[src/rtl/rgb_to_hsv_hue_rotated_macros.svh]
// Assertion macros shared by the rgb_to_hsv_hue_rotated RTL.
`ifndef RGB_TO_HSV_HUE_ROTATED_MACROS_SVH
`define RGB_TO_HSV_HUE_ROTATED_MACROS_SVH
`ifndef SYNTH
// prop must hold at every clock edge out of reset
`define ASSERT_ALWAYS(lbl, clk, rst_n, prop) \
  lbl: assert property (@(posedge clk) disable iff (!rst_n) (prop)) \
    else $error("assertion failed");
// cons must hold in any cycle where ante holds
`define ASSERT_IMPLIES(lbl, clk, rst_n, ante, cons) \
  lbl: assert property (@(posedge clk) disable iff (!rst_n) (ante) |-> (cons)) \
    else $error("assertion failed");
`else
`define ASSERT_ALWAYS(lbl, clk, rst_n, prop)
`define ASSERT_IMPLIES(lbl, clk, rst_n, ante, cons)
`endif
`endif

[src/rtl/rhh_pkg.sv]
// Types and constants shared by the rotated-hue RGB to HSV pipeline.
package rhh_pkg;

  localparam int VAL_W     = 8;   // pixel component / value / saturation / hue width
  localparam int OFFSET_W  = 9;   // hue offset register width
  localparam int SAT_NUM_W = 16;  // 255 * delta
  localparam int HUE_NUM_W = 21;  // 17 * wrapped hue numerator
  localparam int HUE_DEN_W = 13;  // 24 * delta
  localparam int QUOT_W    = 8;   // quotient bits from each divider

  localparam logic [OFFSET_W-1:0] OFFSET_RESET  = 9'd40;
  localparam logic [OFFSET_W-1:0] FULL_TURN_DEG = 9'd360;

  // operands handed from the front stages to the dividers
  typedef struct packed {
    logic                 vld;
    logic                 last;
    logic                 gray;
    logic [VAL_W-1:0]     value;
    logic [SAT_NUM_W-1:0] sat_num;
    logic [HUE_NUM_W-1:0] hue_num;
    logic [HUE_DEN_W-1:0] hue_den;
  } front_out_t;

endpackage

[src/rtl/rhh_front.sv]
// Front pipeline: max/min, sector, rotation, wrap and divider operand setup.
module rhh_front import rhh_pkg::*; (
  input  logic                clk_i,
  input  logic                rst_ni,
  input  logic                start_i,
  input  logic [VAL_W-1:0]    blue_i,
  input  logic [VAL_W-1:0]    green_i,
  input  logic [VAL_W-1:0]    red_i,
  input  logic                last_pixel_i,
  input  logic                hue_offset_we_i,
  input  logic [OFFSET_W-1:0] hue_offset_deg_i,
  output front_out_t          front_o
);

  typedef enum logic [1:0] {
    SEC_RED,
    SEC_GREEN,
    SEC_BLUE
  } sector_e;

  // offset register, kept already reduced below a full turn
  logic [OFFSET_W-1:0] off_q, off_d;

  assign off_d = (hue_offset_deg_i >= FULL_TURN_DEG) ? hue_offset_deg_i - FULL_TURN_DEG
                                                     : hue_offset_deg_i;

  always_ff @(posedge clk_i or negedge rst_ni) begin
    if (!rst_ni) begin
      off_q <= OFFSET_RESET;
    end else if (hue_offset_we_i) begin
      off_q <= off_d;
    end
  end

  // ---------------- stage 1: max, min, sector
  logic             r_ge_g, r_ge_b, g_ge_b;
  sector_e          sec;
  logic [VAL_W-1:0] mx, mn, delta;
  logic signed [VAL_W:0] diff;

  assign r_ge_g = red_i >= green_i;
  assign r_ge_b = red_i >= blue_i;
  assign g_ge_b = green_i >= blue_i;

  always_comb begin
    if (r_ge_g && r_ge_b) begin
      sec  = SEC_RED;
      mx   = red_i;
      diff = $signed({1'b0, green_i}) - $signed({1'b0, blue_i});
    end else if (g_ge_b) begin
      sec  = SEC_GREEN;
      mx   = green_i;
      diff = $signed({1'b0, blue_i}) - $signed({1'b0, red_i});
    end else begin
      sec  = SEC_BLUE;
      mx   = blue_i;
      diff = $signed({1'b0, red_i}) - $signed({1'b0, green_i});
    end
  end

  always_comb begin
    if (!r_ge_g && !r_ge_b) begin
      mn = red_i;
    end else if (r_ge_g && g_ge_b) begin
      mn = blue_i;
    end else if (!g_ge_b && !r_ge_b) begin
      mn = green_i;
    end else if (r_ge_g) begin
      mn = green_i;
    end else begin
      mn = blue_i;
    end
  end

  assign delta = mx - mn;

  logic                  s1_vld_q, s1_last_q;
  logic [VAL_W-1:0]      s1_mx_q, s1_delta_q;
  sector_e               s1_sec_q;
  logic signed [VAL_W:0] s1_diff_q;

  always_ff @(posedge clk_i or negedge rst_ni) begin
    if (!rst_ni) begin
      s1_vld_q <= 1'b0;
    end else begin
      s1_vld_q <= start_i;
    end
  end

  always_ff @(posedge clk_i) begin
    s1_mx_q    <= mx;
    s1_delta_q <= delta;
    s1_sec_q   <= sec;
    s1_diff_q  <= diff;
    s1_last_q  <= last_pixel_i;
  end

  // ---------------- stage 2: sector hue (in units of delta/60), offset * delta
  logic [9:0]           base;
  logic signed [11:0]   t;
  logic [16:0]          prod;
  logic [SAT_NUM_W-1:0] satx;

  always_comb begin
    case (s1_sec_q)
      SEC_RED:   base = '0;
      SEC_GREEN: base = {1'b0, s1_delta_q, 1'b0};
      SEC_BLUE:  base = {s1_delta_q, 2'b00};
      default:   base = '0;
    endcase
  end

  assign t    = $signed({2'b00, base}) + $signed({{3{s1_diff_q[VAL_W]}}, s1_diff_q});
  assign prod = 17'(off_q) * 17'(s1_delta_q);
  assign satx = {s1_delta_q, 8'h00} - {8'h00, s1_delta_q};

  logic                 s2_vld_q, s2_last_q;
  logic [VAL_W-1:0]     s2_mx_q, s2_delta_q;
  logic signed [11:0]   s2_t_q;
  logic [16:0]          s2_prod_q;
  logic [SAT_NUM_W-1:0] s2_satx_q;

  always_ff @(posedge clk_i or negedge rst_ni) begin
    if (!rst_ni) begin
      s2_vld_q <= 1'b0;
    end else begin
      s2_vld_q <= s1_vld_q;
    end
  end

  always_ff @(posedge clk_i) begin
    s2_mx_q    <= s1_mx_q;
    s2_delta_q <= s1_delta_q;
    s2_t_q     <= t;
    s2_prod_q  <= prod;
    s2_satx_q  <= satx;
    s2_last_q  <= s1_last_q;
  end

  // ---------------- stage 3: numerator = 60*t + off*delta, full turn = 360*delta
  logic signed [18:0] t19, num;
  logic [16:0]        full;

  assign t19  = $signed({{7{s2_t_q[11]}}, s2_t_q});
  assign num  = (t19 <<< 6) - (t19 <<< 2) + $signed({2'b00, s2_prod_q});
  assign full = {1'b0, s2_delta_q, 8'b0} + {3'b0, s2_delta_q, 6'b0}
              + {4'b0, s2_delta_q, 5'b0} + {6'b0, s2_delta_q, 3'b0};

  logic                 s3_vld_q, s3_last_q;
  logic [VAL_W-1:0]     s3_mx_q, s3_delta_q;
  logic signed [18:0]   s3_num_q;
  logic [16:0]          s3_full_q;
  logic [SAT_NUM_W-1:0] s3_satx_q;

  always_ff @(posedge clk_i or negedge rst_ni) begin
    if (!rst_ni) begin
      s3_vld_q <= 1'b0;
    end else begin
      s3_vld_q <= s2_vld_q;
    end
  end

  always_ff @(posedge clk_i) begin
    s3_mx_q    <= s2_mx_q;
    s3_delta_q <= s2_delta_q;
    s3_num_q   <= num;
    s3_full_q  <= full;
    s3_satx_q  <= s2_satx_q;
    s3_last_q  <= s2_last_q;
  end

  // ---------------- stage 4: wrap into one full turn
  logic signed [18:0] plus, minus;
  logic               neg, ge;
  logic [16:0]        wrapped;

  assign plus    = s3_num_q + $signed({2'b00, s3_full_q});
  assign minus   = s3_num_q - $signed({2'b00, s3_full_q});
  assign neg     = s3_num_q[18];
  assign ge      = !neg && (s3_num_q[17:0] >= {1'b0, s3_full_q});
  assign wrapped = neg ? plus[16:0] : (ge ? minus[16:0] : s3_num_q[16:0]);

  logic                 s4_vld_q, s4_last_q;
  logic [VAL_W-1:0]     s4_mx_q, s4_delta_q;
  logic [16:0]          s4_h_q;
  logic [SAT_NUM_W-1:0] s4_satx_q;

  always_ff @(posedge clk_i or negedge rst_ni) begin
    if (!rst_ni) begin
      s4_vld_q <= 1'b0;
    end else begin
      s4_vld_q <= s3_vld_q;
    end
  end

  always_ff @(posedge clk_i) begin
    s4_mx_q    <= s3_mx_q;
    s4_delta_q <= s3_delta_q;
    s4_h_q     <= wrapped;
    s4_satx_q  <= s3_satx_q;
    s4_last_q  <= s3_last_q;
  end

  // ---------------- stage 5: 255/360 = 17/24, so hue = 17*h / (24*delta)
  logic                 s5_vld_q, s5_last_q, s5_gray_q;
  logic [VAL_W-1:0]     s5_mx_q;
  logic [SAT_NUM_W-1:0] s5_satx_q;
  logic [HUE_NUM_W-1:0] s5_hx_q;
  logic [HUE_DEN_W-1:0] s5_hy_q;

  always_ff @(posedge clk_i or negedge rst_ni) begin
    if (!rst_ni) begin
      s5_vld_q <= 1'b0;
    end else begin
      s5_vld_q <= s4_vld_q;
    end
  end

  always_ff @(posedge clk_i) begin
    s5_mx_q   <= s4_mx_q;
    s5_satx_q <= s4_satx_q;
    s5_hx_q   <= {s4_h_q, 4'b0} + {4'b0, s4_h_q};
    s5_hy_q   <= {1'b0, s4_delta_q, 4'b0} + {2'b0, s4_delta_q, 3'b0};
    s5_gray_q <= (s4_delta_q == '0);
    s5_last_q <= s4_last_q;
  end

  assign front_o.vld     = s5_vld_q;
  assign front_o.last    = s5_last_q;
  assign front_o.gray    = s5_gray_q;
  assign front_o.value   = s5_mx_q;
  assign front_o.sat_num = s5_satx_q;
  assign front_o.hue_num = s5_hx_q;
  assign front_o.hue_den = s5_hy_q;

endmodule

[src/rtl/rhh_div.sv]
// Pipelined restoring divider, one quotient bit per stage.
module rhh_div import rhh_pkg::*; #(
  parameter int DIVIDEND_W = SAT_NUM_W,
  parameter int DIVISOR_W  = VAL_W,
  parameter int QW         = QUOT_W
) (
  input  logic                  clk_i,
  input  logic                  rst_ni,
  input  logic                  valid_i,
  input  logic [DIVIDEND_W-1:0] dividend_i,
  input  logic [DIVISOR_W-1:0]  divisor_i,
  output logic                  valid_o,
  output logic [QW-1:0]         quot_o
);

  // caller guarantees dividend < divisor * 2**QW
  localparam int CW = (DIVIDEND_W > DIVISOR_W + QW) ? DIVIDEND_W : DIVISOR_W + QW;

  logic                 vld_q [QW];
  logic [QW-1:0]        quo_q [QW];
  logic [CW-1:0]        rem_q [QW-1];
  logic [DIVISOR_W-1:0] den_q [QW-1];

  for (genvar s = 0; s < QW; s++) begin : g_stage
    logic                 vld_in, take;
    logic [CW-1:0]        rem_in, shifted;
    logic [DIVISOR_W-1:0] den_in;
    logic [QW-1:0]        quo_in;

    if (s == 0) begin : g_first
      assign vld_in = valid_i;
      assign rem_in = CW'(dividend_i);
      assign den_in = divisor_i;
      assign quo_in = '0;
    end else begin : g_next
      assign vld_in = vld_q[s-1];
      assign rem_in = rem_q[s-1];
      assign den_in = den_q[s-1];
      assign quo_in = quo_q[s-1];
    end

    assign shifted = CW'(den_in) << (QW - 1 - s);
    assign take    = rem_in >= shifted;

    always_ff @(posedge clk_i or negedge rst_ni) begin
      if (!rst_ni) begin
        vld_q[s] <= 1'b0;
      end else begin
        vld_q[s] <= vld_in;
      end
    end

    always_ff @(posedge clk_i) begin
      quo_q[s] <= quo_in | (take ? (QW'(1) << (QW - 1 - s)) : '0);
    end

    if (s < QW - 1) begin : g_carry
      always_ff @(posedge clk_i) begin
        rem_q[s] <= take ? rem_in - shifted : rem_in;
        den_q[s] <= den_in;
      end
    end
  end

  assign valid_o = vld_q[QW-1];
  assign quot_o  = quo_q[QW-1];

endmodule

[src/rtl/rgb_to_hsv_hue_rotated.sv]
// Top level: RGB pixel in, value, saturation and rotated hue out, one per clock.
//
// Usage:
//   Requests come in on start_i with red_i, green_i, blue_i and last_pixel_i.
//   busy_o is held low, so a request is taken at every clock edge with
//   start_i high: one pixel per clock, back to back without gaps.
//   The result shows on value_o, saturation_o, hue_o and last_out_o once its
//   request has passed every stage, marked by done_o for one cycle.
//   The pipeline is five front stages (max/min, sector, rotate, wrap, operand
//   setup) plus eight stages of each divider, one quotient bit per stage.
//   Results leave in request order; the receiver cannot stall, and none is
//   needed since the pipeline never holds.
//   hue_offset_deg_i is written at any edge with hue_offset_we_i high; write
//   it only while no request is in flight. Values of 360 and up wrap.
//   Reset clears all pipeline valid bits and loads a hue offset of 40 degrees.
`include "rgb_to_hsv_hue_rotated_macros.svh"
module rgb_to_hsv_hue_rotated import rhh_pkg::*; (
  input  logic                clk_i,
  input  logic                rst_ni,
  input  logic                start_i,
  output logic                busy_o,
  input  logic [VAL_W-1:0]    blue_i,
  input  logic [VAL_W-1:0]    green_i,
  input  logic [VAL_W-1:0]    red_i,
  input  logic                last_pixel_i,
  input  logic                hue_offset_we_i,
  input  logic [OFFSET_W-1:0] hue_offset_deg_i,
  output logic                done_o,
  output logic [VAL_W-1:0]    value_o,
  output logic [VAL_W-1:0]    saturation_o,
  output logic [VAL_W-1:0]    hue_o,
  output logic                last_out_o
);

  typedef struct packed {
    logic [VAL_W-1:0] value;
    logic             gray;
    logic             last;
  } side_t;

  front_out_t        front;
  side_t             side_q [QUOT_W];
  logic              sat_vld;
  logic [QUOT_W-1:0] sat_quo, hue_quo;

  assign busy_o = 1'b0;

  rhh_front u_front (
    .clk_i,
    .rst_ni,
    .start_i,
    .blue_i,
    .green_i,
    .red_i,
    .last_pixel_i,
    .hue_offset_we_i,
    .hue_offset_deg_i,
    .front_o (front)
  );

  rhh_div #(
    .DIVIDEND_W (SAT_NUM_W),
    .DIVISOR_W  (VAL_W),
    .QW         (QUOT_W)
  ) u_sat_div (
    .clk_i,
    .rst_ni,
    .valid_i    (front.vld),
    .dividend_i (front.sat_num),
    .divisor_i  (front.value),
    .valid_o    (sat_vld),
    .quot_o     (sat_quo)
  );

  rhh_div #(
    .DIVIDEND_W (HUE_NUM_W),
    .DIVISOR_W  (HUE_DEN_W),
    .QW         (QUOT_W)
  ) u_hue_div (
    .clk_i,
    .rst_ni,
    .valid_i    (front.vld),
    .dividend_i (front.hue_num),
    .divisor_i  (front.hue_den),
    .valid_o    (done_o),
    .quot_o     (hue_quo)
  );

  // value, gray flag and frame marker ride alongside the dividers
  always_ff @(posedge clk_i) begin
    side_q[0] <= '{value: front.value, gray: front.gray, last: front.last};
    for (int i = 1; i < QUOT_W; i++) begin
      side_q[i] <= side_q[i-1];
    end
  end

  // gray pixels make the hue divisor zero; force both results to zero
  assign value_o      = side_q[QUOT_W-1].value;
  assign saturation_o = side_q[QUOT_W-1].gray ? '0 : sat_quo;
  assign hue_o        = side_q[QUOT_W-1].gray ? '0 : hue_quo;
  assign last_out_o   = side_q[QUOT_W-1].last;

  `ASSERT_ALWAYS(a_div_lockstep, clk_i, rst_ni, sat_vld == done_o)
  `ASSERT_IMPLIES(a_hue_range, clk_i, rst_ni, done_o, hue_o != 8'hFF)
  `ASSERT_IMPLIES(a_black_is_gray, clk_i, rst_ni, done_o && ~|value_o, {saturation_o, hue_o} == '0)

endmodule

[config.mk]
export PLATFORM = sky130hd
export DESIGN_NAME = rgb_to_hsv_hue_rotated
export DESIGN_NICKNAME = d
export VERILOG_FILES = /design/src/rtl/rhh_pkg.sv /design/src/rtl/rhh_front.sv /design/src/rtl/rhh_div.sv /design/src/rtl/rgb_to_hsv_hue_rotated.sv
export VERILOG_INCLUDE_DIRS = /design/src /design/src/rtl
export SDC_FILE = /design/constraint.sdc
export NUM_CORES = 1
export LEC_CHECK = 0
export BUFFER_PORTS_ARGS = -buffer_cell sky130_fd_sc_hd__buf_2
export CAP_MARGIN = 0
export CORE_AREA = 2 2 199 347
export DETAILED_ROUTE_END_ITERATION = 8
export DIE_AREA = 0 0 201 349
export PLACE_DENSITY = 0.65
export RECOVER_POWER = 100
export SYNTH_ARGS = -nofsm -noshare
export SYNTH_HDL_FRONTEND = slang
export SYNTH_SLANG_ARGS = --single-unit
export TNS_END_PERCENT = 1
[constraint.sdc]
create_clock -name clk_i -period 5 [get_ports clk_i]
set_input_delay 0.75 -clock clk_i [delete_from_list [all_inputs] [get_ports clk_i]]
set_output_delay 0.75 -clock clk_i [all_outputs]
set_load 0.03 [all_outputs]
==> results of run 1 <==
[critical path, stage by stage, from the launching register on]
cell	delay, ns
dfxtp_1	0.52
clkbuf_1	0.27
and2_1	0.20
fa_1	0.40
fa_1	0.49
fa_1	0.56
inv_1	0.06
fa_1	0.52
inv_1	0.04
ha_1	0.36
a21o_1	0.18
a31o_2	0.23
a41o_1	0.26
o41ai_1	0.30
xnor2_1	0.15
[kinds of logic after synthesis]
family / Yosys count / synth area share [%]
other: 1 / 0.0113
adder cells (fa/ha/maj): 401 / 17.0
flip-flops: 753 / 45.6
buffers and inverters: 462 / 5.38
AND/OR/NAND/NOR: 820 / 12.6
AO/OA/AOI/OAI: 631 / 12.2
XOR/XNOR: 197 / 5.18
multiplexers: 64 / 2.05
[worst max-delay path by stage]
stage                                startpoint                    end  slack, ns  cells after the start
after floorplan           u_front.s1_delta_q[6]  u_front.s2_prod_q[15]       0.59                     16
after global placement    u_front.s1_delta_q[7]  u_front.s2_prod_q[15]       0.51                     15
after detailed placement  u_front.s1_delta_q[6]  u_front.s2_prod_q[15]       0.44                     14
after CTS                 u_front.s1_delta_q[6]  u_front.s2_prod_q[15]       0.41                     14
after global routing      u_front.s1_delta_q[4]  u_front.s2_prod_q[16]       0.08                     16
final                     u_front.s1_delta_q[4]  u_front.s2_prod_q[15]       0.39                     14
[per-stage QoR]
step,utilization [%],hold WS [ns],setup slack (ns)
6_report,54.8,0.232,0.390
5_1_grt,54.8,0.205,0.0828
4_1_cts,55.0,0.0655,0.406
3_5_place_dp,51.5,0.312,0.437
3_3_place_gp,51.5,0.310,0.507
2_1_floorplan,-,0.310,0.593
[final cells by class]
| type | count | area (um^2) |
|---|---|---|
| clock inverters | 35 | 432 |
| fillers | 6070 | 30400 |
| well taps | 896 | 1120 |
| multi-input cells | 2114 | 16300 |
| clock buffers | 89 | 1940 |
| repair buffers | 90 | 420 |
| inverters | 403 | 1510 |
| flip-flops and latches | 753 | 15200 |
[sequential cells by signal, summed over array words and instances (netlist names), 9 cells and up]
register,count
u_front.s5_hy_q,9
u_front.s2_satx_q,15
side_q,80
u_front.s5_satx_q,16
u_front.s2_t_q,12
u_hue_div.quo_q,36
u_sat_div.quo_q,36
u_hue_div.rem_q,147
u_front.s4_h_q,17
u_front.s5_hx_q,21
u_front.s4_satx_q,15
u_hue_div.den_q,63
u_front.s3_num_q,19
u_front.off_q,9
u_front.s1_diff_q,9
u_front.s3_full_q,12
u_front.s2_prod_q,17
u_front.s3_satx_q,15
u_sat_div.rem_q,112
[synthesized netlist by cell type (all sizes together) (30+ instances only)]
cell	number	area share [%]
dfxtp	731	44
inv	402	4.5
ha	315	12
nor2	215	2.4
a21oi	172	2.6
nand2	168	1.9
o21ai	161	2.4
xnor2	124	3.3
fa	86	5.2
nor2b	75	1.4
xor2	73	1.9
nor3	71	1.1
and2	65	1.2
a21o	53	1.2
nand2b	36	0.68
o21a	35	0.79
clkbuf	34	0.38
mux2	34	1.1
nor4	34	0.68
a211oi	33	0.78
nand3	32	0.48
mux2i	30	0.90
or3	30	0.58
[per-layer routing]
metal | global-route usage, % | wire [um]
met1 | 15.1 | 21000
met2 | 42.4 | 40000
met3 | 2.14 | 1510
met4 | 13.8 | 4710
met5 | 0 | 0
==> impl_metrics.toml, run 1 <==
[status]
status = "finished with violations"
violations = "capacitance limit, slew limit"

[timing]
finalCriticalPeriod_ns = 4.61
tns_ns = 0
setup_viol = 0
period_share_pct = 92.2
max_slew.worst_pin.slew_ns = 2.22
maxSlewHeadroom_pct = -49.1
max_freq_mhz = 217
finalMaxSlewViolations = 40
final.setup_skew_ns = 0.0367
rsz0062_at_grt = "no"
hold_violations = 0

[cts]
cts_made_buffers = 69
postCtsSetupRepairBufs = 0
insertion_delay_ns = 0.62
htreeDepth = 3
cts-resized-gates = 0
hold_buffers = 0
path_clk_slew_ns = 0.07
cts_tree = "yes"
clock-root-buffer = "clkbuf_16"
cts_sinks = 753
clk_path_buf_depth = 3

[worst_hold_path]
whs_endpoint = "u_front.s1_last_q"
worstHoldPathType = "primary input to flop"
hold_path.startpoint = "last_pixel_i"
min_path_cells = 1

[placement]
dp.cells = 4256
numPortBuffers = 63
gp_congestion = 0.900
placed_area_um2 = 34700
dp.final_hpwl_um = 54000

[synth]
synth-edff-count = 0
async_flop_share_pct = 2.92
synthCells = 3329
syn_nets = 3768
yosys_warnings = 0
avgSynthCellArea_um2 = 10.0
seq_area_frac_synth_pct = 45.6
synthFlopType = "dfxtp_1"
synth_cell_type_count = 89
syn_area_um2 = 33300
ys_ff_latch = 753

[route]
route.detailed.drc = 0
wire_per_inst_um = 15.3
vias = 22500
drtPass1Iterations = 5
routed_via_density = 5.13
wl_um = 67100
ant_nets = 0
drtIter0Drc = 656

[job]
max_cap_viol_count = 2

[layout]
diodes = 0
nets = 3870
final_cell_mix = "dfxtp_1, inv_1, ha_1"
layout_commonest_cell = "dfxtp_1"
design_area_um2 = 36900
area_growth_pct = 10.8
drive_above_1_share_pct = 6.31
fin_cells = 4380

[grt]
antenna_found_initial = 0
grtUsageTotal_pct = 19.5
grt_pass1_vias = 23400
grt_start_max_net_pins = 26
grt_pass1_wl_um = 109000
grt-ovfl-total = 0

[setup_path]
r2r-start = "u_front.s1_delta_q[4]"
r2r_end = "u_front.s2_prod_q[15]"
critPathKind = "flop to flop"
crit_fanout = 9
required_ns = 5.55
endpoint_kind = "flop"
ff2ff_path_depth = 14
rrSetupSlack_ns = 0.39
worstPathArrival_ns = 5.16
startpoint_type = "flop"

[floorplanning]
core_area_um2 = 67300
die_y_um = 349
die_area_um2 = 70100
ios = 65
die_x_um = 201
initial_utilization_pct = 49.5
rows = 126
Power of run 1 is not shown: default switching activity piles up to over one toggle a cycle in this logic, so the estimate is an artifact.
==> run 2: changes to the inputs <==
--- a/config.mk
+++ b/config.mk
@@ -11,5 +11,6 @@
 export CORE_AREA = 2 2 199 347
+export CTS_BUF_LIST = sky130_fd_sc_hd__clkbuf_16
 export DETAILED_ROUTE_END_ITERATION = 8
 export DIE_AREA = 0 0 201 349
-export PLACE_DENSITY = 0.65
+export PLACE_DENSITY = 0.68
 export RECOVER_POWER = 100
==> constraint.sdc (replaced) <==
create_clock -name clk_i -period 4.2 [get_ports clk_i]
set_input_delay 0 -clock clk_i [delete_from_list [all_inputs] [get_ports clk_i]]
set_output_delay 0 -clock clk_i [all_outputs]
set_load 0.03 [all_outputs]
==> impl_metrics.toml, run 2 (same netlist as run 1, synthesis figures left out) <==
[grt]
grtUsageTotal_pct = 19.1
grt_pass1_wl_um = 108000
grt_start_max_net_pins = 26
antenna_found_initial = 0
grt-ovfl-total = 0
grt_pass1_vias = 23800

[status]
status = "finished with violations"
violations = "setup timing"

[timing]
period_share_pct = 101
rsz0062_at_grt = "yes"
maxSlewHeadroom_pct = 30.8
finalMaxSlewViolations = 0
finalCriticalPeriod_ns = 4.24
holdWs_ns = 0.0547
max_slew.worst_pin.slew_ns = 1.03
setup_viol = 1
hold_violations = 0
layout_setup_ws_ns = -0.0402
max_freq_mhz = 236
final.setup_skew_ns = 0.0467

[floorplanning]
die_area_um2 = 70100
ios = 65
core_area_um2 = 67300
die_y_um = 349
die_x_um = 201
initial_utilization_pct = 49.5
rows = 126

[setup_path]
critical-path-top-delay-family = "adder cells"
r2r_end = "u_front.s2_prod_q[15]"
ff2ff_path_depth = 16
r2r-start = "u_front.off_q[3]"
critPathKind = "flop to flop"
rrSetupSlack_ns = -0.04
cp_slowest_cell = "dfstp_2"
critPathMostFrequentCell = "fa_1"
critPathMaxStageDelay_ns = 0.58
startpoint_type = "flop"
worst-path-buf-inv = 3
crit_fanout = 4
cp_cell_sequence = "buf_6 > and2_4 > fa_1 > ha_1 > inv_1 > fa_1 > fa_1 > inv_2 > ha_4 > o21a_1 > o21ai_2 > nand2b_1 > a31o_4 > a41o_1 > o41ai_2 > xnor2_1"
required_ns = 4.70
endpoint_kind = "flop"
worstPathArrival_ns = 4.74

[layout]
nets = 3983
area_growth_pct = 14.7
fin_cells = 4490
layout_commonest_cell = "dfxtp_1"
diodes = 0
drive_above_1_share_pct = 9.71
top_register = "u_hue_div.rem_q"
fin_util_pct = 56.7
final_cell_mix = "dfxtp_1, inv_1, ha_1"
design_area_um2 = 38200
largest_register_ffs = 147
top_regs = "u_hue_div.rem_q: 147 flops, u_sat_div.rem_q: 112 flops, side_q: 80 flops"

[cts]
clk_path_buf_depth = 3
cts_sinks = 753
cts_made_buffers = 68
insertion_delay_ns = 0.64
htreeDepth = 3
clock-root-buffer = "clkbuf_16"
path_clk_slew_ns = 0.07
cts_tree = "yes"

[route]
drtPass1Iterations = 5
wire_per_inst_um = 14.8
vias = 23000
ant_nets = 0
route.detailed.drc = 0
wl_um = 66600
routed_via_density = 5.12
drtIter0Drc = 641

[worst_hold_path]
whs_endpoint = "u_front.s1_diff_q[6]"
worstHoldPathType = "primary input to flop"
hold_path.startpoint = "blue_i[6]"
min_path_cells = 7

[placement]
dp.final_hpwl_um = 52300
gp_congestion = 0.859
dp.cells = 4290
numPortBuffers = 63
placed_area_um2 = 35000

[job]
max_cap_viol_count = 0
-- run 2: worst min-delay path, cell delays in order --
cell and delay (ns):
buf_2 0.13, inv_1 0.06, ha_1 0.14, inv_1 0.07
nand3_1 0.08, nand2b_1 0.05, mux2i_1 0.11
-- run 2: through the flow --
step | setup WS, ns | TNS [ns]
2_1_floorplan | 0.00309 | 0
3_3_place_gp | -0.200 | -0.378
3_5_place_dp | -0.242 | -0.482
4_1_cts | -0.00818 | -0.00818
5_1_grt | -0.175 | -0.364
6_report | -0.0402 | -0.0402
-- run 2: what timing repair did --
item	CTS	global route
setup endpoints to repair	3	6
gates resized for setup	16	25
setup buffers	10	5
hold buffers	65	0
pin swaps	21	27
endpoints found under the hold margin	56	0
-- run 2: cell type report --
| type | instances | area [um^2] |
|---|---|---|
| timing repair buffer | 204 | 1550 |
| clock inverter | 52 | 586 |
| inverter | 403 | 1510 |
| multi-input combinational | 2114 | 16500 |
| fill | 5805 | 29100 |
| sequential | 753 | 15200 |
| tap | 896 | 1120 |
| clock buffer | 68 | 1700 |
-- run 2: metal layers --
metal / up-vias / wire length (um) / GRT usage [%]
li1: 11700 / - / -
met4: 0 / 3870 / 11.6
met2: 323 / 39900 / 41.6
met5: - / 0 / 0
met1: 10800 / 21300 / 15.2
met3: 189 / 1500 / 2.64
-- run 2: worst max-delay path by stage --
stage	cells after the start	startpoint	end	slack [ns]
global placement	15	u_front.off_q[3]	u_front.s2_prod_q[16]	-0.20
CTS	16	u_front.off_q[3]	u_front.s2_prod_q[15]	-0.008
finish	16	u_front.off_q[3]	u_front.s2_prod_q[15]	-0.04
detailed placement	15	u_front.off_q[3]	u_front.s2_prod_q[16]	-0.24
global route	15	u_front.off_q[3]	u_front.s2_prod_q[15]	-0.17
floorplan	16	u_front.s1_delta_q[2]	u_front.s2_prod_q[15]	0.003
Power of run 2 is left out for the same reason.
